$ cat config.mk
export PLATFORM = sky130hd
export DESIGN_NAME = obub_front
export DESIGN_NICKNAME = d
export VERILOG_FILES = /design/src/design/obub_pkg.sv /design/src/design/obub_front.sv
export SDC_FILE = /design/constraint.sdc
export NUM_CORES = 1
export LEC_CHECK = 0
export ABC_AREA = 1
export BUFFER_PORTS_ARGS = -buffer_cell sky130_fd_sc_hd__buf_2
export CAP_MARGIN = 20
export CORE_MARGIN = 3
export CORE_UTILIZATION = 30
export DETAILED_ROUTE_END_ITERATION = 12
export MAX_ROUTING_LAYER = met4
export PLACE_DENSITY = 0.59
export SETUP_SLACK_MARGIN = 0.4
export SLEW_MARGIN = 10
export SYNTH_ARGS = -nofsm -noshare
export SYNTH_HDL_FRONTEND = slang
export SYNTH_SLANG_ARGS = --single-unit
$ cat constraint.sdc
create_clock -name vclk -period 2.1
set_input_delay 0.105 -clock vclk [all_inputs]
set_output_delay 0.105 -clock vclk [all_outputs]
set_load 0.01 [all_outputs]
$ cat src/design/obub_pkg.sv
`default_nettype none
package obub_pkg;

  localparam int CoordW = 17;
  localparam int DiffW  = 18;
  localparam int BoxW   = 18;
  localparam int SizeW  = 16;
  localparam int HalfW  = 15;
  localparam int CfgIdxW = 2;

  // configuration register indexes
  typedef enum logic [CfgIdxW-1:0] {
    CFG_CLIP_ENABLE = 2'd0,
    CFG_PAGE_WIDTH  = 2'd1,
    CFG_PAGE_HEIGHT = 2'd2,
    CFG_UNUSED      = 2'd3
  } cfg_idx_e;

  typedef struct packed {
    logic             clip_enable;
    logic [SizeW-1:0] page_width;
    logic [SizeW-1:0] page_height;
  } cfg_t;

  // one classified zone request, as queued between front and back
  typedef struct packed {
    logic signed [CoordW-1:0] start_x;
    logic signed [CoordW-1:0] start_y;
    logic signed [CoordW-1:0] end_x;
    logic signed [CoordW-1:0] end_y;
    logic signed [DiffW-1:0]  dx;
    logic signed [DiffW-1:0]  dy;
    logic [HalfW-1:0]         half_height;
    logic [SizeW-1:0]         page_number;
    logic                     last_zone;
    logic                     zero_len;
  } zone_t;

  // queue status seen by the back end
  typedef struct packed {
    logic empty;
    logic full;
  } qstat_t;

endpackage
`default_nettype wire

$ cat src/design/obub_front.sv
`default_nettype none
module obub_front
  import obub_pkg::*;
(
  input  wire logic signed [CoordW-1:0] start_x_i,
  input  wire logic signed [CoordW-1:0] start_y_i,
  input  wire logic signed [CoordW-1:0] end_x_i,
  input  wire logic signed [CoordW-1:0] end_y_i,
  input  wire logic [SizeW-1:0]         zone_height_i,
  input  wire logic [SizeW-1:0]         page_number_i,
  input  wire logic                     last_zone_i,
  output zone_t                         zone_o
);

  logic signed [DiffW-1:0] dx, dy;

  // direction vector and degenerate line check
  always_comb begin
    dx = DiffW'(end_x_i) - DiffW'(start_x_i);
    dy = DiffW'(end_y_i) - DiffW'(start_y_i);
    zone_o.start_x     = start_x_i;
    zone_o.start_y     = start_y_i;
    zone_o.end_x       = end_x_i;
    zone_o.end_y       = end_y_i;
    zone_o.dx          = dx;
    zone_o.dy          = dy;
    zone_o.half_height = zone_height_i[SizeW-1:1];
    zone_o.page_number = page_number_i;
    zone_o.last_zone   = last_zone_i;
    zone_o.zero_len    = (dx == '0) && (dy == '0);
  end

endmodule
`default_nettype wire

# Word level (Yosys, flattened, before mapping)
# Index checks and enable logic that the tools add are counted.
dict set report word_totals {
  ff_bits 0
  out_inout_bits 137
  wordCells 5
}
dict set report classes {
  add_sub_neg 2
  n_reduce_logical 3
}
# cell n
set ops {}
lappend ops {{18-bit logical NOT} 2}
lappend ops {{17-bit by 17-bit subtractor with 18-bit output} 2}
lappend ops {{1-bit logical AND} 1}

# Depth between registers and ports, before layout
dict set report logic_depth {
  depth_word 3
  mapped_depth 17
}

# Worst setup path after synthesis
# OpenSTA, ideal clock, no wires.
dict set report synth_path {
  path_type {input -> output}
  startpoint {input end_y_i[0]}
  endpoint {output zone_o[0] in the netlist's numbering}
  t_arrival_ns 1.751
  required_time_ns 1.995
  setup_slack_ns 0.244
  stages 17
  path_buffers 0
  cell_sequence {inv_1 -> ha_1 -> inv_1 -> fa_1 -> nand2_2 -> nand2_1 -> nand3_1 -> nand2_1 -> nand2_1 -> nand2_1 -> nand2_1 -> nand2_1 -> inv_1 -> nand3_1 -> nor2_1 -> nand2_1 -> nor2_1}
}
# item line_no
set synth_rtl {}
lappend synth_rtl {{start, declared} obub_front.sv:8} ;# input wire logic signed [CoordW-1:0] end_y_i,
lappend synth_rtl {{end, declared} obub_front.sv:12} ;# output zone_t zone_o

==> impl_metrics.ini <==
[yosys]
synthMuxAreaShare_pct = 0
synth-seq-area-share_pct = 0
synth-simple-area-share_pct = 41.3
synthTopCellsByArea = nand2_1 (24%), buf_4 (23%), inv_1 (17%)
synth-compound-area-share_pct = 3.46
syn_avg_cell_area_um2 = 5.21
synth_top_area_share_pct = 23.6
synthAdderAreaFrac_pct = 14.1
synth_area_um2 = 3290
ys_types = 25
syn_inst = 631
synthXorXnorAreaFrac_pct = 1.60
synth_top_family_by_area = simple AND/OR/NAND/NOR gates
synth_fp_nets = 768
yosysTopAreaCell = nand2_1
synth_warnings = 0

[cells_and_area]
fin_util_pct = 45.5
nFlopsAndLatches = 0
areaGrowthSynthToFinish_pct = 45.5
seqCellArea_um2 = 0
fillers = 1147
final_layout_size_suffix_gt1_share_pct = 48.5
final_cell_area_um2 = 4790
antenna_cells = 0
final_nets = 896
nClkBuffers = 0

[clock_tree]
postCtsHoldBufs = 0

[grt]
overflow = 0
grt_max_degree = 7
grt_first_pass_wirelength_mm = 14.3
grt_usage_pct = 13.4
antenna_found_initial = 0
grt_pass1_vias = 3277

[sta]
maxSlewHeadroom_pct = 77.8
fin_setup_tns_ns = 0
rsz0062_at_grt = true
max_slew.worst_pin.slew_ns = 0.330
whs_ns = 0.210
setup_viol = 0
hold_viol_final = 0
final_max_slew_viol_count = 0
min_period_over_period_pct = 98.9
layout_min_cycle_time_ns = 2.08
fmax_mhz = 481

[power]
vdd_drop_max_v = 0.000143
power_frac_seq_pct = 0
internal-power_w = 0.000757
p_sw_share_pct = 52.5
p_switching_w = 0.000838
p_leak_nw = 2.88
power_density_nw_per_um2 = 333
clockPowerShare_pct = 0
p_comb_share_pct = 100.0

[setup_path]
critPathRequiredTime_ns = 2.00
cp_top_family = simple AND/OR/NAND/NOR gates
slowest_delay_ns = 0.39
crit_arrival_ns = 1.97
critPathKind = input pin to primary output
cp_common_cell = nand2_2
crit_fanout = 3
crit_buf_inv = 4
endpoint_kind = primary output
startpoint_type = input pin
critical_path.cell_chain = buf_8 > clkinv_8 > ha_4 > inv_4 > fa_2 > nand2_2 > nand2_2 > nand3b_1 > nand2_2 > nand2_2 > nand2_2 > nor2_2 > nand2_2 > nor2_4 > nand2_1 > nor2_1 > nand2_1 > nor2_2 > buf_2
crit_slowest_cell = fa_2

[floorplan]
core_area_um2 = 10500
row_count = 37
die_area_um2 = 12300
num_io_pins = 238
start_util_pct = 31.3
die_y_um = 111
die_w_um = 111

[run_status]
status = finished clean

[detailed_routing]
top_layer = met4
vias_per_cell = 4.23
wl_met2_mm = 4.52
first_iter_violations = 86
met1_length_mm = 4.25
vias = 3775
finalWirelength_mm = 9.36
routedWlPerCell_um = 10.5
drtAntennaViolNets = 0
drt-pass1-iter-count = 4
remaining_drc_errors = 0
dr_wl_met3_um = 535

[hold_path]
holdCritPathClass = input pin to primary output

[place]
post_dp_cell_area_um2 = 3970
gp_congestion = 0.907
hpwlAfterDp_mm = 7.95
io_buffers = 173

[run]
drv_cap = 0
per-stage QoR:
step                      std cells  worst slack [ns]  total power, W
final                           893            0.0221         0.00159
after global routing            893            -0.132         0.00177
after CTS                       889            0.0137         0.00135
after detailed placement        886            -0.145         0.00128
after global placement          886            -0.148         0.00128
after floorplan                 631             0.343        0.000876
power groups by stage:
| stage | clock (W) | combinational (W) | sequential [W] |
|---|---|---|---|
| CTS | 0 | 0.00135 | 0 |
| finish | 0 | 0.00159 | 0 |
| global route | 0 | 0.00177 | 0 |
| detailed placement | 0 | 0.00128 | 0 |
| floorplan | 0 | 0.000876 | 0 |
| global placement | 0 | 0.00128 | 0 |
path summary, 6_finish.rpt:
check	startpoint	end	slack (ns)	depth (start not counted)
min	zone_height_i[7]	zone_o[24]	0.21	0
max	end_x_i[0]	zone_o[0]	0.02	19
what timing repair did:
item	in CTS	in global routing
gates resized for setup	31	129
endpoints found under the setup margin	15	20
cloned	0	0
setup buffers	3	4
pin swaps	20	39
layer usage:
| layer | vias up | GRT usage, % |
|---|---|---|
| met1 | 1599 | 17.6 |
| met2 | 120 | 23.8 |
| met3 | 18 | 0.655 |
| met4 | 0 | 1.31 |
| met5 | - | - |
| li1 | 2038 | - |
cells in the mapped netlist:
cell      count
o21bai_1      1
nand2_1     207
ha_1         34
nand4_1       5
nor2_1       42
nor2_2        2
nor3_1        6
nand3_1      39
nand2_2       7
xnor2_1       3
inv_1       146
a21oi_2       1
fa_1          2
buf_4       100
or2_4         1
xor2_1        3
and2_1        3
and3_1        1
nand3b_1      4
a21oi_1      17
nand3_2       3
or2_0         1
nand3b_2      1
a211oi_1      1
o21ai_0       1
area by class of cell:
type                       instances  area [µm²]  area share, %
timing repair buffer             226        1380           28.9
multi-input combinational        385        2660           55.7
tap                              136         170           3.56
inverter                         146         568           11.9
placed cells by master, fill, tap and decap left out, drive strengths merged, types with 5 or more instances in the layout:
master,instances
nor3,6
inv,145
nor2,44
nand3,42
ha,34
nand3b,5
nand4,5
nand2,214
buf,226
a21oi,18
cell families (layout without fill, tap and decap cells):
kind of cell,count (synthesis),in the layout
AND/OR/NAND/NOR,322,322
buffers and inverters,246,372
adder cells (fa/ha/maj),36,36
AO/OA/AOI/OAI,21,21
XOR/XNOR,6,6
Note: power is estimated with default switching activity, not from simulation.
