[config.mk]
export PLATFORM = sky130hd
export DESIGN_NAME = obub_queue
export DESIGN_NICKNAME = d
export VERILOG_FILES = /design/src/design/obub_pkg.sv /design/src/design/obub_queue.sv
export SDC_FILE = /design/constraint.sdc
export NUM_CORES = 1
export LEC_CHECK = 0
export ABC_CLOCK_PERIOD_IN_PS = 9100
export BUFFER_PORTS_ARGS = -buffer_cell sky130_fd_sc_hd__buf_2
export CAP_MARGIN = 10
export CELL_PAD_IN_SITES_DETAIL_PLACEMENT = 0
export CELL_PAD_IN_SITES_GLOBAL_PLACEMENT = 1
export CORE_AREA = 4 4 189 191
export DETAILED_ROUTE_END_ITERATION = 16
export DIE_AREA = 0 0 193 195
export PLACE_DENSITY = 0.54
export SYNTH_ARGS = -nofsm -noshare
export SYNTH_HDL_FRONTEND = slang
export SYNTH_SLANG_ARGS = --single-unit
[constraint.sdc]
create_clock -name clk_i -period 9.1 [get_ports clk_i]
set_input_delay 1.365 -clock clk_i [delete_from_list [all_inputs] [get_ports clk_i]]
set_output_delay 1.365 -clock clk_i [all_outputs]
set_load 0.005 [all_outputs]
[src/design/obub_pkg.sv]
`default_nettype none
package obub_pkg;

  localparam int CoordW = 17;
  localparam int DiffW  = 18;
  localparam int BoxW   = 18;
  localparam int SizeW  = 16;
  localparam int HalfW  = 15;
  localparam int CfgIdxW = 2;

  // configuration register indexes
  typedef enum logic [CfgIdxW-1:0] {
    CFG_CLIP_ENABLE = 2'd0,
    CFG_PAGE_WIDTH  = 2'd1,
    CFG_PAGE_HEIGHT = 2'd2,
    CFG_UNUSED      = 2'd3
  } cfg_idx_e;

  typedef struct packed {
    logic             clip_enable;
    logic [SizeW-1:0] page_width;
    logic [SizeW-1:0] page_height;
  } cfg_t;

  // one classified zone request, as queued between front and back
  typedef struct packed {
    logic signed [CoordW-1:0] start_x;
    logic signed [CoordW-1:0] start_y;
    logic signed [CoordW-1:0] end_x;
    logic signed [CoordW-1:0] end_y;
    logic signed [DiffW-1:0]  dx;
    logic signed [DiffW-1:0]  dy;
    logic [HalfW-1:0]         half_height;
    logic [SizeW-1:0]         page_number;
    logic                     last_zone;
    logic                     zero_len;
  } zone_t;

  // queue status seen by the back end
  typedef struct packed {
    logic empty;
    logic full;
  } qstat_t;

endpackage
`default_nettype wire

[src/design/obub_queue.sv]
`default_nettype none
module obub_queue
  import obub_pkg::*;
(
  input  wire logic clk_i,
  input  wire logic rst_ni,
  input  wire logic wr_i,
  input  zone_t     wr_data_i,
  input  wire logic rd_i,
  output zone_t     rd_data_o,
  output qstat_t    stat_o
);

  zone_t       mem_q [2];
  logic        wr_ptr_q, rd_ptr_q;
  logic [1:0]  count_q;

  assign stat_o.empty = (count_q == 2'd0);
  assign stat_o.full  = (count_q == 2'd2);
  assign rd_data_o    = mem_q[rd_ptr_q];

  // storage
  always_ff @(posedge clk_i) begin
    if (wr_i) begin
      mem_q[wr_ptr_q] <= wr_data_i;
    end
  end

  // pointers and fill count
  always_ff @(posedge clk_i or negedge rst_ni) begin
    if (!rst_ni) begin
      wr_ptr_q <= 1'b0;
      rd_ptr_q <= 1'b0;
      count_q  <= 2'd0;
    end else begin
      if (wr_i) wr_ptr_q <= ~wr_ptr_q;
      if (rd_i) rd_ptr_q <= ~rd_ptr_q;
      if (wr_i && !rd_i)      count_q <= count_q + 2'd1;
      else if (rd_i && !wr_i) count_q <= count_q - 2'd1;
    end
  end

endmodule
`default_nettype wire

; ---- Word-level counts from Yosys, hierarchy flattened
; Memory sizes are Yosys's and may differ from the RTL's.
; Cells that the tools add are included.
[word_totals]
register_bits = 4
mem_count = 1
out_inout_bits = 139
ramBits = 274
in_bits = 141
elab_cells = 19
[op_classes]
eq_ne = 1
mux = 4
reduce_logical = 6
n_addsub = 2
n_bitwise = 2
[memory_table]
columns = name, depth, width, read_ports, rd_ports_with_merged_regs, wr, line
row1 = mem_q, 2, 137, 1, 0, 1, obub_queue.sv:14  ; zone_t mem_q [2];
[op_table]
columns = cell, count
row1 = 2-bit two-way mux, 2
row2 = 2-bit by 1-bit adder with 2-bit output (second input constant), 1
row3 = 2-bit equality test (second input constant), 1
row4 = 1-bit logical AND, 2
row5 = 1-bit logical NOT, 2
row6 = 2-bit logical NOT, 1
row7 = 1-bit two-way mux, 2
row8 = 1-bit inverter, 2
row9 = 2-bit nonzero test, 1
row10 = 2-bit by 1-bit subtractor with 2-bit output (second input constant), 1

; ---- Depth between registers and ports, before layout
[logic_depth]
depth_word = 4
mapped_depth = 5
depth_no_buf = 5

; ---- Worst setup path before layout
; OpenSTA, ideal clock, no wires.
[synth_path]
path_type = input to register
startpoint = input port wr_i
endpoint = memory mem_q[0][0] in the netlist's numbering, enable pin
path_slack_ps = 1151
required_ps = 8449
arrival_time_ps = 7298
stages = 1
path_buffers = 0
setup_ps = 651
path_cell_list = nor2b_1
[synth_between]
elab_chain_cells = 2
[synth_rtl]
columns = element, line
row1 = from (decl), obub_queue.sv:7  ; input wire logic wr_i,
row2 = 1-bit two-way mux, obub_queue.sv:24  ; if (wr_i) begin
row3 = 1-bit two-way mux (not written as such), obub_queue.sv:25  ; mem_q[wr_ptr_q] <= wr_data_i;
row4 = to (decl), obub_queue.sv:14
; No other way between the ends.

==> results.yml <==
cells_and_area:
  final_cells: 1220
  synthToLayoutAreaGrowth_pct: 27.5
  nNetsFinal: 884
  drive_gt1_frac: 0.609
  fillers: 3205
worst_setup_path:
  r2r_start: "wr_ptr_q"
  critPathLaunchType: "register"
  critical_path_arrival_ns: 3.07
  crit_path_end_kind: "primary output"
  cp.required_ns: 7.74
  crit_path_start: "rd_ptr_q"
  critical_path_class: "reg -> out"
  cp_max_fo: 72
timing:
  finalSetupTns_ns: 0
  rsz0062_at_grt: "no"
  fin_crit_sh: 0.488
  slew_headroom: 0.297
  finClkSkew_ns: 0.0123
  min_period_ns: 4.44
  drv_slew: 0
  hold_violations: 0
  worst_pin_slew_ns: 1.05
  finalSetupViolations: 0
  fmax_ghz: 0.225
yosys:
  synth.distinct_cells: 12
  synth_top_cell_area_share: 0.813
  ys_seq_area_frac: 0.823
  syn-num-nets: 584
  syn_area_sq_um: 10100
  yosys_most_used_dff: "edfxtp_1"
  synthArstFlopShare: 0.0144
  synth_enable_flop_cells: 274
  yosysMostFrequentCell: "edfxtp_1"
  ys_ff_latch: 278
  synth.area.top_cells: "edfxtp_1, mux2_2, buf_6"
  ys_warn_count: 0
  avgSynthCellArea_sq_um: 22.9
  synth_common_cells: "edfxtp_1, mux2_2, buf_6, dfrtp_1, xor2_1"
  postSynthCellCount: 442
  synth_area_leader_cell: "edfxtp_1"
route:
  routed_wl_mm: 21.8
  post_drt_via_cell_ratio: 4.21
  wl_per_cell_microns: 17.9
  detail-route-antenna-nets: 0
  drc_errors: 0
  via_count: 5137
  drtIter0Drc: 169
  first_pass_iters: 4
die:
  io_pins: 280
  fp-row-count: 68
  die_w_microns: 193
  initial_core_util: 0.297
  die_height_microns: 195
  core_sq_um: 34100
  die_area_sq_um: 37600
global_routing:
  grt-ovfl-total: 0
  grt_pass1_wl_mm: 31.8
  first_global_vias: 5676
  antenna_found_initial: 7
  grtUsageTotal: 0.108
  grt_max_degree: 74
clock_tree:
  cts_hold_buf: 0
  ctsResizeCount: 0
  cts_max_level: 1
  cts_root_buf: "clkbuf_16"
  clk_pin_slew_ns: 0.06
  cts_buffers: 30
  clockBufferDepth: 3
  cts_tree: "yes"
  worstSkewPairLatency_ns: 0.54
  cts_sinks: 278
  cts_setup_buffers: 0
min_path:
  min-delay-start: "count_q[1]"
  min_path_type: "reg -> reg"
run:
  max_cap_violations: 0
status:
  status: "finished clean"
pwr:
  p_leak_nw: 4.78
  power_density_nw_per_um2: 302
  vdd_drop_max_mv: 0.139
placed_design:
  io_buffers: 279
  place_inst: 1165
  hpwl_mm: 14.5
  gp_congestion: 0.713
==> sequential cells by signal, summed over array words and instances (netlist names) <==
signal    cells
mem_q       274
wr_ptr_q      1
count_q       2
rd_ptr_q      1
==> through the flow <==
| stage | area [sq um] | utilization | total power, mW | worst slack, ns | hold slack [ns] |
|---|---|---|---|---|---|
| floorplan | 10100 | - | 2.44 | 1.15 | 0.455 |
| global placement | 12000 | 0.351 | 2.80 | 5.17 | 0.476 |
| detailed placement | 12000 | 0.351 | 2.82 | 5.09 | 0.509 |
| CTS | 12900 | 0.378 | 3.98 | 4.48 | 0.521 |
| global route | 12900 | 0.378 | 4.12 | 4.40 | 0.553 |
| finish | 12900 | 0.378 | 3.89 | 4.66 | 0.508 |
==> cells in the final DEF (no fill, tap or decap), drive strengths merged <==
cell type / count
and2: 1
buf: 283
bufinv: 2
clkbuf: 34
clkinv: 13
clkinvlp: 2
dfrtp: 4
diode: 3
edfxtp: 274
ha: 1
inv: 2
mux2: 137
nor2: 2
nor2b: 2
xnor2: 1
xor2: 4
==> layer usage <==
metal / part of all wire / routed length (microns) / track usage
met1: 0.39 / 8590 / 0.127
met2: 0.48 / 10500 / 0.180
met3: 0.10 / 2170 / 0.0461
met4: 0.022 / 481 / 0.0315
met5: 0.0017 / 38 / 0
==> report_power, final <==
part,leakage [nW],switching (mW),internal [mW]
Clock,0.451,0.468,0.669
Sequential,2.62,0.113,1.70
Combinational,1.71,0.457,0.480
Total,4.78,1.04,2.85
==> path summary, 6_finish.rpt <==
kind	end	slack, ns	cells after the start
max	rd_data_o[66]	4.66	3
min	count_q[1]	0.51	1
max reg2reg	mem_q[1][111]	6.47	2
min reg2reg	count_q[1]	0.51	1
max in group asynchronous	rd_ptr_q	8.35	1
min in group asynchronous	wr_ptr_q	0.62	1
==> layout make-up <==
cell class | instances | area [sq um] | share of cell area
Timing Repair Buffer | 283 | 1430 | 0.111
Tap cell | 455 | 569 | 0.0441
Antenna cell | 3 | 7.51 | 0.000582
Multi-Input combinational cell | 148 | 1640 | 0.127
Inverter | 1 | 3.75 | 0.000291
Clock buffer | 34 | 787 | 0.0610
Clock inverter | 18 | 139 | 0.0108
Sequential cell | 278 | 8330 | 0.646
==> critical path, stage by stage (launching register included) <==
cell     delay (ns)
dfrtp_4        1.03
buf_4          0.89
mux2_2         0.42
buf_2          0.13
==> cells by family after synthesis <==
group	count (synthesis)	synth area share
buf+inv	16	0.0164
flops	278	0.823
xor+xnor	5	0.00433
mux	137	0.152
fa+ha+maj	1	0.00124
simple gates	5	0.00260
(Power assumes the default switching activity.)
